**src/rril_pkg.sv**
```systemverilog
// ----------------------------------------------------------------------------
// rril_pkg: shared types and constants for the register image loader
// Request structs, the record parser phase and the queue depth default.
// ----------------------------------------------------------------------------
package rril_pkg;

    localparam int WORD_QUEUE_DEPTH = 4;

    localparam logic [15:0] RUN_FLAG = 16'h8000;
    localparam logic [14:0] LEN_MASK = 15'h7FFF;

    // One byte of the image stream.
    typedef struct packed {
        logic [7:0] data_byte;
        logic       stream_start;
    } byte_req_t;

    // One register write.
    typedef struct packed {
        logic [7:0]  reg_addr;
        logic [15:0] reg_value;
        logic [14:0] repeat_count;
    } reg_wr_t;

    // Assembled little-endian word; restart marks the first word of an image.
    typedef struct packed {
        logic        restart;
        logic [15:0] word;
    } word_entry_t;

    typedef struct packed {
        logic empty;
        logic full;
    } queue_stat_t;

    typedef enum logic [1:0] {
        PH_ADDR    = 2'd0,
        PH_COUNT   = 2'd1,
        PH_RUNVAL  = 2'd2,
        PH_COPYVAL = 2'd3
    } phase_t;

endpackage

```
**src/rril_queue.sv**
```systemverilog
// ----------------------------------------------------------------------------
// rril_queue: word queue between byte front end and record parser
// Small register FIFO; reads come straight from the head entry.
// ----------------------------------------------------------------------------
module rril_queue
    import rril_pkg::*;
#(
    parameter int DEPTH = WORD_QUEUE_DEPTH
)
(
    input  logic        clk,
    input  logic        rst_n,
    input  logic        push,
    input  word_entry_t push_data,
    input  logic        pop,
    output word_entry_t pop_data,
    output queue_stat_t stat
);

    localparam int PTR_W = (DEPTH > 1) ? $clog2(DEPTH) : 1;
    localparam int CNT_W = $clog2(DEPTH + 1);
    localparam logic [PTR_W-1:0] LAST_PTR = PTR_W'(DEPTH - 1);
    localparam logic [CNT_W-1:0] FULL_CNT = CNT_W'(DEPTH);

    word_entry_t      mem_reg [DEPTH];
    logic [PTR_W-1:0] wr_ptr_reg, wr_ptr_next;
    logic [PTR_W-1:0] rd_ptr_reg, rd_ptr_next;
    logic [CNT_W-1:0] cnt_reg, cnt_next;
    logic             do_push, do_pop;

    assign stat.empty = (cnt_reg == '0);
    assign stat.full  = (cnt_reg == FULL_CNT);
    assign do_push    = push && !stat.full;
    assign do_pop     = pop && !stat.empty;
    assign pop_data   = mem_reg[rd_ptr_reg];

    always_comb
    begin
        wr_ptr_next = wr_ptr_reg;
        rd_ptr_next = rd_ptr_reg;
        cnt_next    = cnt_reg;
        if (do_push)
        begin
            wr_ptr_next = (wr_ptr_reg == LAST_PTR) ? '0 : wr_ptr_reg + 1'b1;
        end
        if (do_pop)
        begin
            rd_ptr_next = (rd_ptr_reg == LAST_PTR) ? '0 : rd_ptr_reg + 1'b1;
        end
        if (do_push && !do_pop)
        begin
            cnt_next = cnt_reg + 1'b1;
        end
        else if (do_pop && !do_push)
        begin
            cnt_next = cnt_reg - 1'b1;
        end
    end

    always_ff @(posedge clk or negedge rst_n)
    begin
        if (!rst_n)
        begin
            wr_ptr_reg <= '0;
            rd_ptr_reg <= '0;
            cnt_reg    <= '0;
        end
        else
        begin
            wr_ptr_reg <= wr_ptr_next;
            rd_ptr_reg <= rd_ptr_next;
            cnt_reg    <= cnt_next;
        end
    end

    always_ff @(posedge clk)
    begin
        if (do_push)
        begin
            mem_reg[wr_ptr_reg] <= push_data;
        end
    end

endmodule

```
**src/rril_front.sv**
```systemverilog
// ----------------------------------------------------------------------------
// rril_front: byte pairing front end
// Joins bytes into little-endian words and tags image restarts.
// ----------------------------------------------------------------------------
module rril_front
    import rril_pkg::*;
(
    input  logic        clk,
    input  logic        rst_n,
    input  logic        byte_valid,
    output logic        byte_stall,
    input  byte_req_t   byte_req,
    input  queue_stat_t q_stat,
    output logic        q_push,
    output word_entry_t q_data
);

    logic       odd_reg, odd_next;
    logic       start_reg, start_next;
    logic [7:0] low_reg, low_next;
    logic       take;
    logic       hold_low;

    // Conservative: stall whenever the queue is full.
    assign byte_stall = q_stat.full;
    assign take       = byte_valid && !byte_stall;
    // stream_start drops any held byte and begins a new word.
    assign hold_low   = byte_req.stream_start || !odd_reg;
    assign q_push     = take && !hold_low;
    assign q_data     = '{restart: start_reg, word: {byte_req.data_byte, low_reg}};

    always_comb
    begin
        odd_next   = odd_reg;
        start_next = start_reg;
        low_next   = low_reg;
        if (take)
        begin
            if (hold_low)
            begin
                odd_next   = 1'b1;
                start_next = byte_req.stream_start;
                low_next   = byte_req.data_byte;
            end
            else
            begin
                odd_next = 1'b0;
            end
        end
    end

    always_ff @(posedge clk or negedge rst_n)
    begin
        if (!rst_n)
        begin
            odd_reg   <= 1'b0;
            start_reg <= 1'b0;
        end
        else
        begin
            odd_reg   <= odd_next;
            start_reg <= start_next;
        end
    end

    always_ff @(posedge clk)
    begin
        low_reg <= low_next;
    end

endmodule

```
**src/rril_back.sv**
```systemverilog
// ----------------------------------------------------------------------------
// rril_back: record parser and write output register
// Walks address, count and value words; a write per value, none for a zero run.
// ----------------------------------------------------------------------------
module rril_back
    import rril_pkg::*;
(
    input  logic        clk,
    input  logic        rst_n,
    input  queue_stat_t q_stat,
    input  word_entry_t q_data,
    output logic        q_pop,
    output logic        wr_valid,
    input  logic        wr_stall,
    output reg_wr_t     wr_req
);

    phase_t      phase_reg, phase_next;
    logic [7:0]  addr_reg, addr_next;
    logic [14:0] left_reg, left_next;
    logic        out_vld_reg, out_vld_next;
    reg_wr_t     out_reg, out_next;

    phase_t      cur_phase;
    logic [14:0] cur_left;
    logic [14:0] copy_left;
    logic        emit;
    reg_wr_t     emit_req;
    logic        out_free;

    assign out_free  = !out_vld_reg || !wr_stall;
    assign q_pop     = !q_stat.empty && out_free;
    // A restart word always parses as an address word.
    assign cur_phase = q_data.restart ? PH_ADDR : phase_reg;
    assign cur_left  = q_data.restart ? '0 : left_reg;
    assign copy_left = (cur_left != '0) ? cur_left - 1'b1 : '0;

    // next state
    always_comb
    begin
        phase_next = phase_reg;
        addr_next  = addr_reg;
        left_next  = left_reg;
        if (q_pop)
        begin
            case (cur_phase)
                PH_ADDR:
                begin
                    addr_next  = q_data.word[7:0];
                    left_next  = cur_left;
                    phase_next = PH_COUNT;
                end
                PH_COUNT:
                begin
                    left_next = q_data.word[14:0] & LEN_MASK;
                    if ((q_data.word & RUN_FLAG) != '0)
                    begin
                        phase_next = PH_RUNVAL;
                    end
                    else if (q_data.word[14:0] != '0)
                    begin
                        phase_next = PH_COPYVAL;
                    end
                    else
                    begin
                        phase_next = PH_ADDR;
                    end
                end
                PH_RUNVAL:
                begin
                    left_next  = '0;
                    phase_next = PH_ADDR;
                end
                PH_COPYVAL:
                begin
                    left_next  = copy_left;
                    phase_next = (copy_left == '0) ? PH_ADDR : PH_COPYVAL;
                end
                default:
                begin
                    phase_next = PH_ADDR;
                end
            endcase
        end
    end

    // outputs
    always_comb
    begin
        emit     = 1'b0;
        emit_req = '{reg_addr: addr_reg, reg_value: q_data.word, repeat_count: 15'd1};
        case (cur_phase)
            PH_RUNVAL:
            begin
                emit                  = (cur_left != '0);
                emit_req.repeat_count = cur_left;
            end
            PH_COPYVAL:
            begin
                emit = 1'b1;
            end
            default:
            begin
                emit = 1'b0;
            end
        endcase
    end

    always_comb
    begin
        out_vld_next = out_vld_reg;
        out_next     = out_reg;
        if (out_free)
        begin
            out_vld_next = q_pop && emit;
            out_next     = emit_req;
        end
    end

    assign wr_valid = out_vld_reg;
    assign wr_req   = out_reg;

    always_ff @(posedge clk or negedge rst_n)
    begin
        if (!rst_n)
        begin
            phase_reg   <= PH_ADDR;
            left_reg    <= '0;
            addr_reg    <= '0;
            out_vld_reg <= 1'b0;
        end
        else
        begin
            phase_reg   <= phase_next;
            left_reg    <= left_next;
            addr_reg    <= addr_next;
            out_vld_reg <= out_vld_next;
        end
    end

    always_ff @(posedge clk)
    begin
        out_reg <= out_next;
    end

endmodule

```
**src/rle_register_image_loader.sv**
```systemverilog
// ----------------------------------------------------------------------------
// rle_register_image_loader: run-length register image parser
//
// Input channel (byte_valid / byte_stall / byte_req): one image byte per
// request, stream_start set on the first byte of each image. Bytes pair into
// little-endian words; records are address, count, then value words.
// Output channel (wr_valid / wr_stall / wr_req): one register write per
// request; runs come out once with their repeat count, not expanded.
// Throughput: one byte per cycle while byte_stall is low, since a word takes
// two bytes and the parser retires one word per cycle while the output is
// not stalled. A write's word enters the queue when its last byte is taken,
// then moves through the parser into the output register behind wr_valid.
// A stalled output holds its request; the parser waits, the word queue
// (QUEUE_DEPTH words) fills, and then byte_stall rises.
// Reset clears the byte pairing, parser phase, queue and output valid; the
// first image must still open with stream_start.
// ----------------------------------------------------------------------------
module rle_register_image_loader
    import rril_pkg::*;
#(
    parameter int QUEUE_DEPTH = WORD_QUEUE_DEPTH
)
(
    input  logic      clk,
    input  logic      rst_n,
    input  logic      byte_valid,
    output logic      byte_stall,
    input  byte_req_t byte_req,
    output logic      wr_valid,
    input  logic      wr_stall,
    output reg_wr_t   wr_req
);

    queue_stat_t q_stat;
    logic        q_push;
    logic        q_pop;
    word_entry_t q_push_data;
    word_entry_t q_pop_data;

    // Front: pairs bytes, marks restart words.
    rril_front u_front (
        .clk        (clk),
        .rst_n      (rst_n),
        .byte_valid (byte_valid),
        .byte_stall (byte_stall),
        .byte_req   (byte_req),
        .q_stat     (q_stat),
        .q_push     (q_push),
        .q_data     (q_push_data)
    );

    // Word queue decouples byte intake from output stalls.
    rril_queue #(
        .DEPTH (QUEUE_DEPTH)
    ) u_queue (
        .clk       (clk),
        .rst_n     (rst_n),
        .push      (q_push),
        .push_data (q_push_data),
        .pop       (q_pop),
        .pop_data  (q_pop_data),
        .stat      (q_stat)
    );

    // Back: record parsing and the registered write request.
    rril_back u_back (
        .clk      (clk),
        .rst_n    (rst_n),
        .q_stat   (q_stat),
        .q_data   (q_pop_data),
        .q_pop    (q_pop),
        .wr_valid (wr_valid),
        .wr_stall (wr_stall),
        .wr_req   (wr_req)
    );

endmodule
```
**config.mk**
```make
export PLATFORM = sky130hd
export DESIGN_NAME = rle_register_image_loader
export DESIGN_NICKNAME = d
export VERILOG_FILES = /design/src/rril_pkg.sv /design/src/rril_queue.sv /design/src/rril_front.sv /design/src/rril_back.sv /design/src/rle_register_image_loader.sv
export SDC_FILE = /design/constraint.sdc
export NUM_CORES = 1
export LEC_CHECK = 0
export BUFFER_PORTS_ARGS = -buffer_cell sky130_fd_sc_hd__buf_2
export CORE_ASPECT_RATIO = 0.5
export CORE_UTILIZATION = 59
export DETAILED_ROUTE_END_ITERATION = 10
export PLACE_DENSITY = 0.79
export SKIP_CTS_REPAIR_TIMING = 1
export SLEW_MARGIN = 20
export SYNTH_ARGS = -nofsm -noshare
export SYNTH_HDL_FRONTEND = slang
export SYNTH_SLANG_ARGS = --single-unit
```
**constraint.sdc**
```tcl
create_clock -name clk -period 3.9 [get_ports clk]
set_clock_uncertainty 0.15 [all_clocks]
set_input_delay 0.78 -clock clk [delete_from_list [all_inputs] [get_ports clk]]
set_output_delay 0.78 -clock clk [all_outputs]
set_load 0.01 [all_outputs]
```
Word-level counts from Yosys, hierarchy flattened
Memory sizes are Yosys's and may differ from the RTL's.
Index checks and enable logic that the tools add are counted.
Widths: inputs -> output; s select.
Storage, ports and cells
  register bits after elaboration: 82
  memory bits (writable): 68
  input port bits: 13
  output and inout port bits: 41
  logic and storage cells: 67
  memories kept: 1
Operators by class
  add/subtract/negate cells: 5
  equality and inequality tests: 6
  mux-type cells: 16
  reductions and logical operators: 26
Memory list
  u_queue.mem_reg: words 4, bits a word 17, rd ports 1, clocked after memory_dff 0, write ports 1, line rril_queue.sv:25  | word_entry_t mem_reg [DEPTH];
Operators by type and width (count)
  $pmux 15 s4: 1
  $mux 15: 2
  $reduce_bool 15->1: 2
  $logic_not 15->1: 1
  $sub 15x1->15 const B: 1
  $mux 2: 6
  $eq 2x2->1 const B: 4
  $logic_and 1x1->1: 8
  $logic_not 1->1: 8
  $pmux 2 s4: 1
  $mux 3: 2
  $add 2x1->2 const B: 2
  $reduce_and 2->1: 2
  $add 3x1->3 const B: 1
  $eq 3x3->1 const B: 1
  $logic_not 3->1: 1
  $mux 1: 3
  $sub 3x1->3 const B: 1
  $eq 2x1->1 const B: 1
  $logic_not 2->1: 1
  $logic_or 1x1->1: 2
  $pmux 1 s2: 1
  $reduce_bool 2->1: 1

Logic depth before layout (Yosys ltp)
Gate-level depths: netlist (run 1).
  depth in word-level cells: 9
  gate-level depth with buffers: 12

Hierarchy
From an unflattened synthesis (run 1), not the netlist that was laid out.
Unflattened totals
  cells, all modules: 419
  area total of the unflattened synthesis: 6356.1 um2
Modules (own cells, without submodules)
  rril_back: times used 1, cells an instance 266, area an instance 3012.9 um2
  rril_queue: times used 1, cells an instance 126, area an instance 2917.8 um2
  rril_front: times used 1, cells an instance 27, area an instance 425.4 um2

Worst setup path before layout (run 1)
OpenSTA, ideal clock, no wires.
  path type: input -> register
  from: in wr_stall
  to: reg u_queue.cnt_reg[2]
  library setup time: 79 ps
  data arrival time: 3316 ps
  data required time: 3671 ps
  slack: 354 ps
  stages on the path: 11
  cell sequence: nand2_1 -> o31a_1 -> buf_2 -> inv_1 -> clkbuf_1 -> ha_1 -> inv_1 -> fa_1 -> xor2_1 -> nor2_1 -> xor2_1
On the way
  longest elaborated chain between the ends: 7
Ends and longest elaborated chain
  from (decl): line rle_register_image_loader.sv:30  | input logic wr_stall,
  $logic_not 1->1 *: line rril_back.sv:31  | assign out_free = !out_vld_reg || !wr_stall;
  $logic_or 1x1->1 *: line rril_back.sv:31
  $logic_and 1x1->1 *: line rril_back.sv:32  | assign q_pop = !q_stat.empty && out_free;
  $logic_and 1x1->1 *: line rril_queue.sv:34  | assign do_pop = pop && !stat.empty;
  $logic_not 1->1: line rril_queue.sv:50  | if (do_push && !do_pop)
  $logic_and 1x1->1: line rril_queue.sv:50
  $mux 3 / $reduce_bool 2->1 (equally long branches)
  to (signal assigned): line rril_queue.sv:72  | cnt_reg <= cnt_next;
  to (decl): line rril_queue.sv:28  | logic [CNT_W-1:0] cnt_reg, cnt_next;
Mark *: on every way between the ends. The rest lies on a longest branch, timed or not.
A chain may end at the register's enable or synchronous reset.

Worst setup path in the final report (run 1)
  from: reg u_queue.rd_ptr_reg[1]
  to: reg u_back.phase_reg[1]
On the way
  longest elaborated chain between the ends: 7
Ends and longest elaborated chain
  from (decl): line rril_queue.sv:27  | logic [PTR_W-1:0] rd_ptr_reg, rd_ptr_next;
  from (signal assigned): line rril_queue.sv:71  | rd_ptr_reg <= rd_ptr_next;
  $mem_v2 4x17 *
  $mux 15: line rril_back.sv:35  | assign cur_left = q_data.restart ? '0 : left_reg;
  $sub 15x1->15 / $reduce_bool 15->1 (equally long branches): line rril_back.sv:36  | assign copy_left = (cur_left != '0) ? cur_left - 1'b1 : '0;
  $mux 15: line rril_back.sv:36
  $logic_not 15->1: line rril_back.sv:77  | phase_next = (copy_left == '0) ? PH_ADDR : PH_COPYVAL;
  $mux 2: line rril_back.sv:77
  $pmux 2 s4 *: line rril_back.sv:46  | case (cur_phase)
  to (signal assigned): line rril_back.sv:134  | phase_reg <= phase_next;
  to (decl): line rril_back.sv:18  | phase_t phase_reg, phase_next;
Marks and branches as above.

==> results by group, run 1 <==
Detailed routing
  • Via Count: 3758
  • Number of vias per cell: approximately 6.1
  • Drt wl/cell: between 20 and 25 um
  • DRC viols: 0
  • Initial DRT Pass Iterations: 7
  • DRT Wirelength: 12530 um
  • ANT nets after route: 0
  • Drt first-iter violations: 450

GRT
  • Largest net degree at the start of global routing: a little over 40
  • Remaining global-route overflow: 0
  • Vias in the first global route: 3518
  • Initial antenna violation count: 0
  • Global-route wire length before repair: 19240 um
  • Gr usage total: between 20% and 30%

Timing
  • Fin crit period: roughly 3.2 ns
  • Final hold vios: 0
  • Setup TNS: 0 ns
  • Worst Hold Slack: 0.2894 ns
  • Setup WS post-layout: 0.7452 ns
  • Tcrit/Tclk final: 80.89%
  • Fin. max-slew vios: 0
  • Worst Tran Pin Value: slightly below 1 ns
  • Relative slew slack: roughly 34%
  • Unrepaired setup endpoints after global routing: no
  • Setup violations, final: 0
  • Max Freq: 317.0 MHz

Floorplanning
  • Number of cell rows: 26
  • Initial Util: 61.47%
  • # IOs: 54
  • Die H: between 70 and 80 um
  • DIE WIDTH: 148.8 um
  • Die area: 0.01122 sq mm
  • Core ar.: 0.01034 sq mm

Logic synthesis
  • Post-synth EDFFs: 115
  • Seq cells post-synth: 150
  • Syn Inst Count: 404
  • Yosys synthesis warning count: 0
  • Top post-synthesis cells by area: edfxtp_1 54%, dfrtp_1 14%, mux4_1 3.7%
  • Post-synth cell types: 66
  • Async SR Flop Fraction: between 20% and 30%
  • Synth top area share: 54.31%
  • Syn_area_per_cell: 15.74 sq um
  • Mapped cell area: 0.006359 sq mm
  • Syn nets: 425
  • Post-synthesis sequential area ratio: 68.08%
  • Synth Flop Type: edfxtp_1
  • Synth area leader: edfxtp_1

Cells and area
  • Max reg flops: 68
  • Fraction of layout cells with a size suffix above 1: a little over a quarter
  • Layout Nets: between 400 and 500
  • P&R area growth vs syn: 14.70%
  • Number of diodes: 0
  • Commonest non-fill, non-tap cell in the layout: edfxtp_1
  • Most frequent cells in the layout: 115 x edfxtp_1, 53 x buf_2, 35 x dfrtp_1

Placement
  • Gpl congestion: a little over 0.9
  • DP Wirelength: 7924 um
  • Dpl ws: 0.8286 ns
  • # port buffers: 53

Power and ir drop
  • P_int: 0.004099 W
  • Sw frac: 36.03%
  • Net Switching: 0.002308 W
  • Clock Power Share: around a quarter
  • P_leak: around 2.7 nW
  • Reg power frac: 40.3%
  • PwrDens: slightly below 900 mW/mm^2
  • PnR Total Power: 0.006407 W
  • Comb pwr share: 34.2%
  • Max IR drop VDD: about 0.52 mV

CTS
  • Clock root cell: clkbuf_16
  • Cts bufs inserted: 17
  • CTS tree: yes
  • H-tree depth: 4
  • Clock transition at the registers of the reported paths: about 0.06 ns
  • Clock Path Buffers: 2
  • Insertion delay to the later sink of the worst-skew pair: 0.42 ns
  • CTS sink count: 150

Min path
  • HP Class: flop to flop

Worst setup path
  • Crit start category: flop
  • Worst setup path class: flop to flop
  • CP endpoint kind: flop
  • CP Max Fanout: 16
  • Crit-path cells: mux2i_1 -> mux2_2 -> nand2_1 -> ha_1 -> nor3b_2 -> nand4_1 -> and2_4 -> a21boi_2 -> o31ai_2 -> o2111ai_1
  • Data required time at the worst endpoint: 4.03 ns
  • CP max stage cell: dfrtp_1
  • WP data arrival: 3.28 ns
  • Slowest stage delay, CP: 0.42 ns

Run status
  • Status: complete, no violations

Job
  • Max-cap violation count: 0
-- power by group through the flow --
| stage | Clock (W) | Combinational, W | Sequential [W] |
|---|---|---|---|
| 2_1_floorplan | 0 | 0.00157 | 0.00257 |
| 3_3_place_gp | 0 | 0.00212 | 0.00259 |
| 3_5_place_dp | 0 | 0.00215 | 0.00260 |
| 4_1_cts | 0.00165 | 0.00217 | 0.00257 |
| 5_1_grt | 0.00171 | 0.00237 | 0.00263 |
| 6_report | 0.00163 | 0.00219 | 0.00258 |
-- metal layers --
metal	track usage [%]	part of all wire, %
met5	0	0
met4	8.730	1.4
met2	38.11	47
met3	6.647	8.3
met1	32.62	44
-- per-stage QoR --
stage	instances	area, sq um	util [%]
6_report	614	7293	70.50
5_1_grt	614	7293	70.50
4_1_cts	614	7288	70.45
3_5_place_dp	582	6696	64.73
3_3_place_gp	582	6696	64.73
2_1_floorplan	404	6359	-
-- synth_stat cells, drive strengths merged (3+ instances only) --
cell,number
edfxtp,115
dfrtp,35
and2,20
o21ai,20
nor2,19
mux4,17
nand2,17
a21oi,15
nor3,12
clkbuf,11
mux2,10
inv,9
nor4,9
buf,8
nand3,8
ha,7
nor2b,6
o211ai,5
xnor2,5
nand2b,4
o22ai,4
a211o,3
a31oi,3
mux2i,3
nand4,3
nor3b,3
or4,3
xor2,3
-- logic make-up (layout without fill, tap and decap cells) --
kind of cell / count (synthesis) / after routing / share of synthesized area (%)
xor+xnor: 8 / 8 / 1.102
buf+inv: 28 / 98 / 2.657
flops: 150 / 150 / 68.08
fa+ha+maj: 8 / 8 / 1.692
mux: 30 / 30 / 8.796
compound gates: 70 / 70 / 7.478
simple gates: 110 / 110 / 10.19
-- worst max-delay path, delay by kind of cell (launching register included) --
kind | cells | cell delay, ns
AOI/OAI and AO/OA | 3 | 0.63
adders and majority gates | 1 | 0.29
DFF | 1 | 0.42
muxes | 2 | 0.55
and+or+nand+nor | 4 | 0.98
-- worst paths after layout --
path                                                   endpoint  cells after the start                               from  slack [ns]
worst max register to register  u_back.phase_reg[1]$_DFFE_PN0P_                     10  u_queue.rd_ptr_reg[1]$_DFFE_PN0P_        0.75
min in group asynchronous       u_back.left_reg[14]$_DFFE_PN0P_                      1                              rst_n        0.31
worst min register to register      u_back.wr_req[36]$_DFFE_PN_                      0     u_back.addr_reg[5]$_DFFE_PN0P_        0.29
worst min-delay path                u_back.wr_req[36]$_DFFE_PN_                      0     u_back.addr_reg[5]$_DFFE_PN0P_        0.29
max in group asynchronous       u_back.phase_reg[1]$_DFFE_PN0P_                      1                              rst_n        2.76
worst max-delay path            u_back.phase_reg[1]$_DFFE_PN0P_                     10  u_queue.rd_ptr_reg[1]$_DFFE_PN0P_        0.75
-- area by class of cell --
class                   instances  area [sq um]
flip-flops and latches        150          4329
well taps                     140         175.2
multi-input cells             226          1868
clock inverters                15         166.4
inverters                       9         33.78
clock buffers                  17         425.4
fillers                       671          3052
repair buffers                 57         295.3
Power figures use the tool's default switching activity.
==> run 2, diff against run 1 <==
--- a/config.mk
+++ b/config.mk
@@ -7,9 +7,9 @@
 export LEC_CHECK = 0
 export BUFFER_PORTS_ARGS = -buffer_cell sky130_fd_sc_hd__buf_2
 export CORE_ASPECT_RATIO = 0.5
-export CORE_UTILIZATION = 59
+export CORE_UTILIZATION = 53
 export DETAILED_ROUTE_END_ITERATION = 10
-export PLACE_DENSITY = 0.79
+export PLACE_DENSITY = 0.75
 export SKIP_CTS_REPAIR_TIMING = 1
 export SLEW_MARGIN = 20
 export SYNTH_ARGS = -nofsm -noshare
==> constraint.sdc (replaced) <==
create_clock -name clk -period 2.7 [get_ports clk]
set_clock_uncertainty 0.15 [all_clocks]
set_input_delay 0.54 -clock clk [delete_from_list [all_inputs] [get_ports clk]]
set_output_delay 0.54 -clock clk [all_outputs]
set_load 0.01 [all_outputs]
==> results by group, run 2 (synthesis results as in run 1) <==
Cells and area
  • Layout Nets: 513 (+6.4%)
  • Number of diodes: 0 (unchanged)
  • Layout Cells excl Fill: 664 (+8.1%)
  • Design Area, Final: 0.007630 sq mm (+4.6%)
  • Fraction of layout cells with a size suffix above 1: 32.08% (+5.5 points)
  • Max reg flops: 68 (unchanged)
  • Final core utilization: 67.42% (-3.1 points)
  • Fillers: 766 (+14%)
  • P&R area growth vs syn: 19.99%
  • Register Area: 0.004330 sq mm (about the same)
  • Most frequent cells in the layout: 115 x edfxtp_1, 53 x buf_2, 34 x dfrtp_1
  • Commonest non-fill, non-tap cell in the layout: edfxtp_1
  • Area of the multi-input gates: 0.001942 sq mm (+4.0%)

Timing
  • Setup violations, final: 0 (unchanged)
  • Final hold vios: 0 (unchanged)
  • Tcrit/Tclk final: 97.71% (+17 points)
  • Fin crit period: 2.638 ns (-0.5166 ns)
  • Setup TNS: 0 ns (unchanged)
  • Fin. max-slew vios: 0 (unchanged)
  • Max Freq: 379.0 MHz (+20%)
  • Worst Tran Pin Value: 0.8331 ns (-0.1615 ns)
  • Relative slew slack: 44.46% (+11 points)

GRT
  • Vias in the first global route: 3702 (+5.2%)
  • Global-route wire length before repair: 20530 um (+6.7%)
  • Gr usage total: 22.87% (-1.1 points)
  • Remaining global-route overflow: 0 (unchanged)
  • Largest net degree at the start of global routing: 41 (unchanged)
  • Initial antenna violation count: 0 (unchanged)

CTS
  • Insertion delay to the later sink of the worst-skew pair: 0.42 ns (about the same)
  • Clock Path Buffers: 2 (unchanged)
  • CTS sink count: 150 (unchanged)
  • Clock root cell: clkbuf_16
  • Clock transition at the registers of the reported paths: 0.07 ns (about the same)
  • H-tree depth: 4 (unchanged)
  • CTS tree: yes
  • Cts bufs inserted: 17 (unchanged)

Placement
  • Post-Place Cells: 623 (+7.0%)
  • # port buffers: 53 (unchanged)
  • Gpl congestion: 0.8916 (-4.0%)
  • Post-DP Area: 0.006933 sq mm (+3.5%)
  • DP Wirelength: 8204 um (+3.5%)

Floorplanning
  • # IOs: 54 (unchanged)
  • DIE WIDTH: 156.9 um (+5.4%)
  • Initial Util: 56.19% (-5.3 points)
  • Die H: 79.45 um (+5.4%)
  • Number of cell rows: 27 (+3.8%)
  • Core ar.: 0.01132 sq mm (+9.4%)
  • Die area: 0.01247 sq mm (+11%)

Detailed routing
  • Initial DRT Pass Iterations: 5 (-2)
  • Via Count: 3895 (+3.6%)
  • DRC viols: 0 (unchanged)
  • ANT nets after route: 0 (unchanged)
  • DRT Wirelength: 13080 um (+4.4%)
  • Drt first-iter violations: 258 (-43%)
  • Drt wl/cell: 19.70 um (-3.5%)
  • Number of vias per cell: 5.866 (-4.2%)

Min path
  • HP Class: primary input to async pin

Worst setup path
  • CP Max Fanout: 5 (-11)
  • CP endpoint kind: flop
  • WP data arrival: 2.78 ns (-0.50 ns)
  • Crit start category: flop
  • Data required time at the worst endpoint: 2.85 ns (-1.18 ns)
  • Worst setup path class: flop to flop

Power and ir drop
  • Max IR drop VDD: 0.4781 mV (-8.7%)
  • P_leak: 2.956 nW (+7.6%)
  • PwrDens: 1274 mW/mm^2 (+45%)

Run status
  • Status: complete, no violations

Job
  • Max-cap violation count: 0 (unchanged)
run 2: cell types whose count changed in the layout (fill, tap and decap cells not counted), sizes merged:
cell,before,now
buf,57,88
bufinv,2,1
clkbuf,17,18
clkinv,2,4
clkinvlp,4,1
inv,16,17
run 2: metrics by stage:
step                setup slack, ns  hold WS [ns]  total power (W)
floorplan                  -0.09289       0.09441         0.006054
CTS                        -0.04135       0.07819         0.009503
global route               -0.01363        0.1161          0.01024
global placement            0.04813        0.2757         0.007087
detailed placement         -0.01043        0.2838         0.007133
finish                      0.06174       0.06105         0.009720
run 2: layout make-up:
type,count,share of cell area (%)
clock buffer,18,5.625
clock inverter,14,2.099
inverter,9,0.4428
multi-input combinational,226,25.45
sequential,150,56.76
tap,159,2.607
timing repair buffer,88,7.019
run 2: critical path: stages, from the launching register on:
cell	delay [ns]
dfrtp_2	0.44
mux2i_1	0.13
mux2_4	0.32
nand2_4	0.08
ha_4	0.13
nor3b_4	0.25
buf_6	0.16
nand2_4	0.06
o311ai_1	0.25
and3_1	0.24
a31o_1	0.20
o2111ai_1	0.12
run 2: path summary, 6_finish.rpt:
path / slack (ns) / start / to / depth (start not counted)
setup / recovery: 0.06 / u_queue.rd_ptr_reg[1]$_DFFE_PN0P_ / u_back.phase_reg[1]$_DFFE_PN0P_ / 11
hold / removal: 0.06 / rst_n / u_queue.wr_ptr_reg[1]$_DFFE_PN0P_ / 1
setup reg to reg: 0.06 / u_queue.rd_ptr_reg[1]$_DFFE_PN0P_ / u_back.phase_reg[1]$_DFFE_PN0P_ / 11
hold reg to reg: 0.30 / u_back.addr_reg[4]$_DFFE_PN0P_ / u_back.wr_req[35]$_DFFE_PN_ / 0
max in group asynchronous: 1.76 / rst_n / u_queue.rd_ptr_reg[1]$_DFFE_PN0P_ / 1
min in group clk: 0.20 / byte_req[6] / u_front.low_reg[5]$_DFFE_PP_ / 1
run 2: where the power goes:
group / total (W) / switching, W / leakage (nW) / internal (W)
logic: 0.00370 / 0.00207 / 1.14 / 0.00163
clock network: 0.00235 / 0.00104 / 0.287 / 0.00132
registers: 0.00367 / 0.000427 / 1.53 / 0.00324
total: 0.00972 / 0.00353 / 2.96 / 0.00619
run 2: layer usage:
metal | up-vias | global-route usage (%) | part of all wire [%]
li1 | 1760 | - | -
met1 | 1952 | 31.98 | 46
met2 | 153 | 33.33 | 45
met3 | 30 | 6.623 | 6.4
met4 | 0 | 10.59 | 2.2
met5 | - | 0 | 0
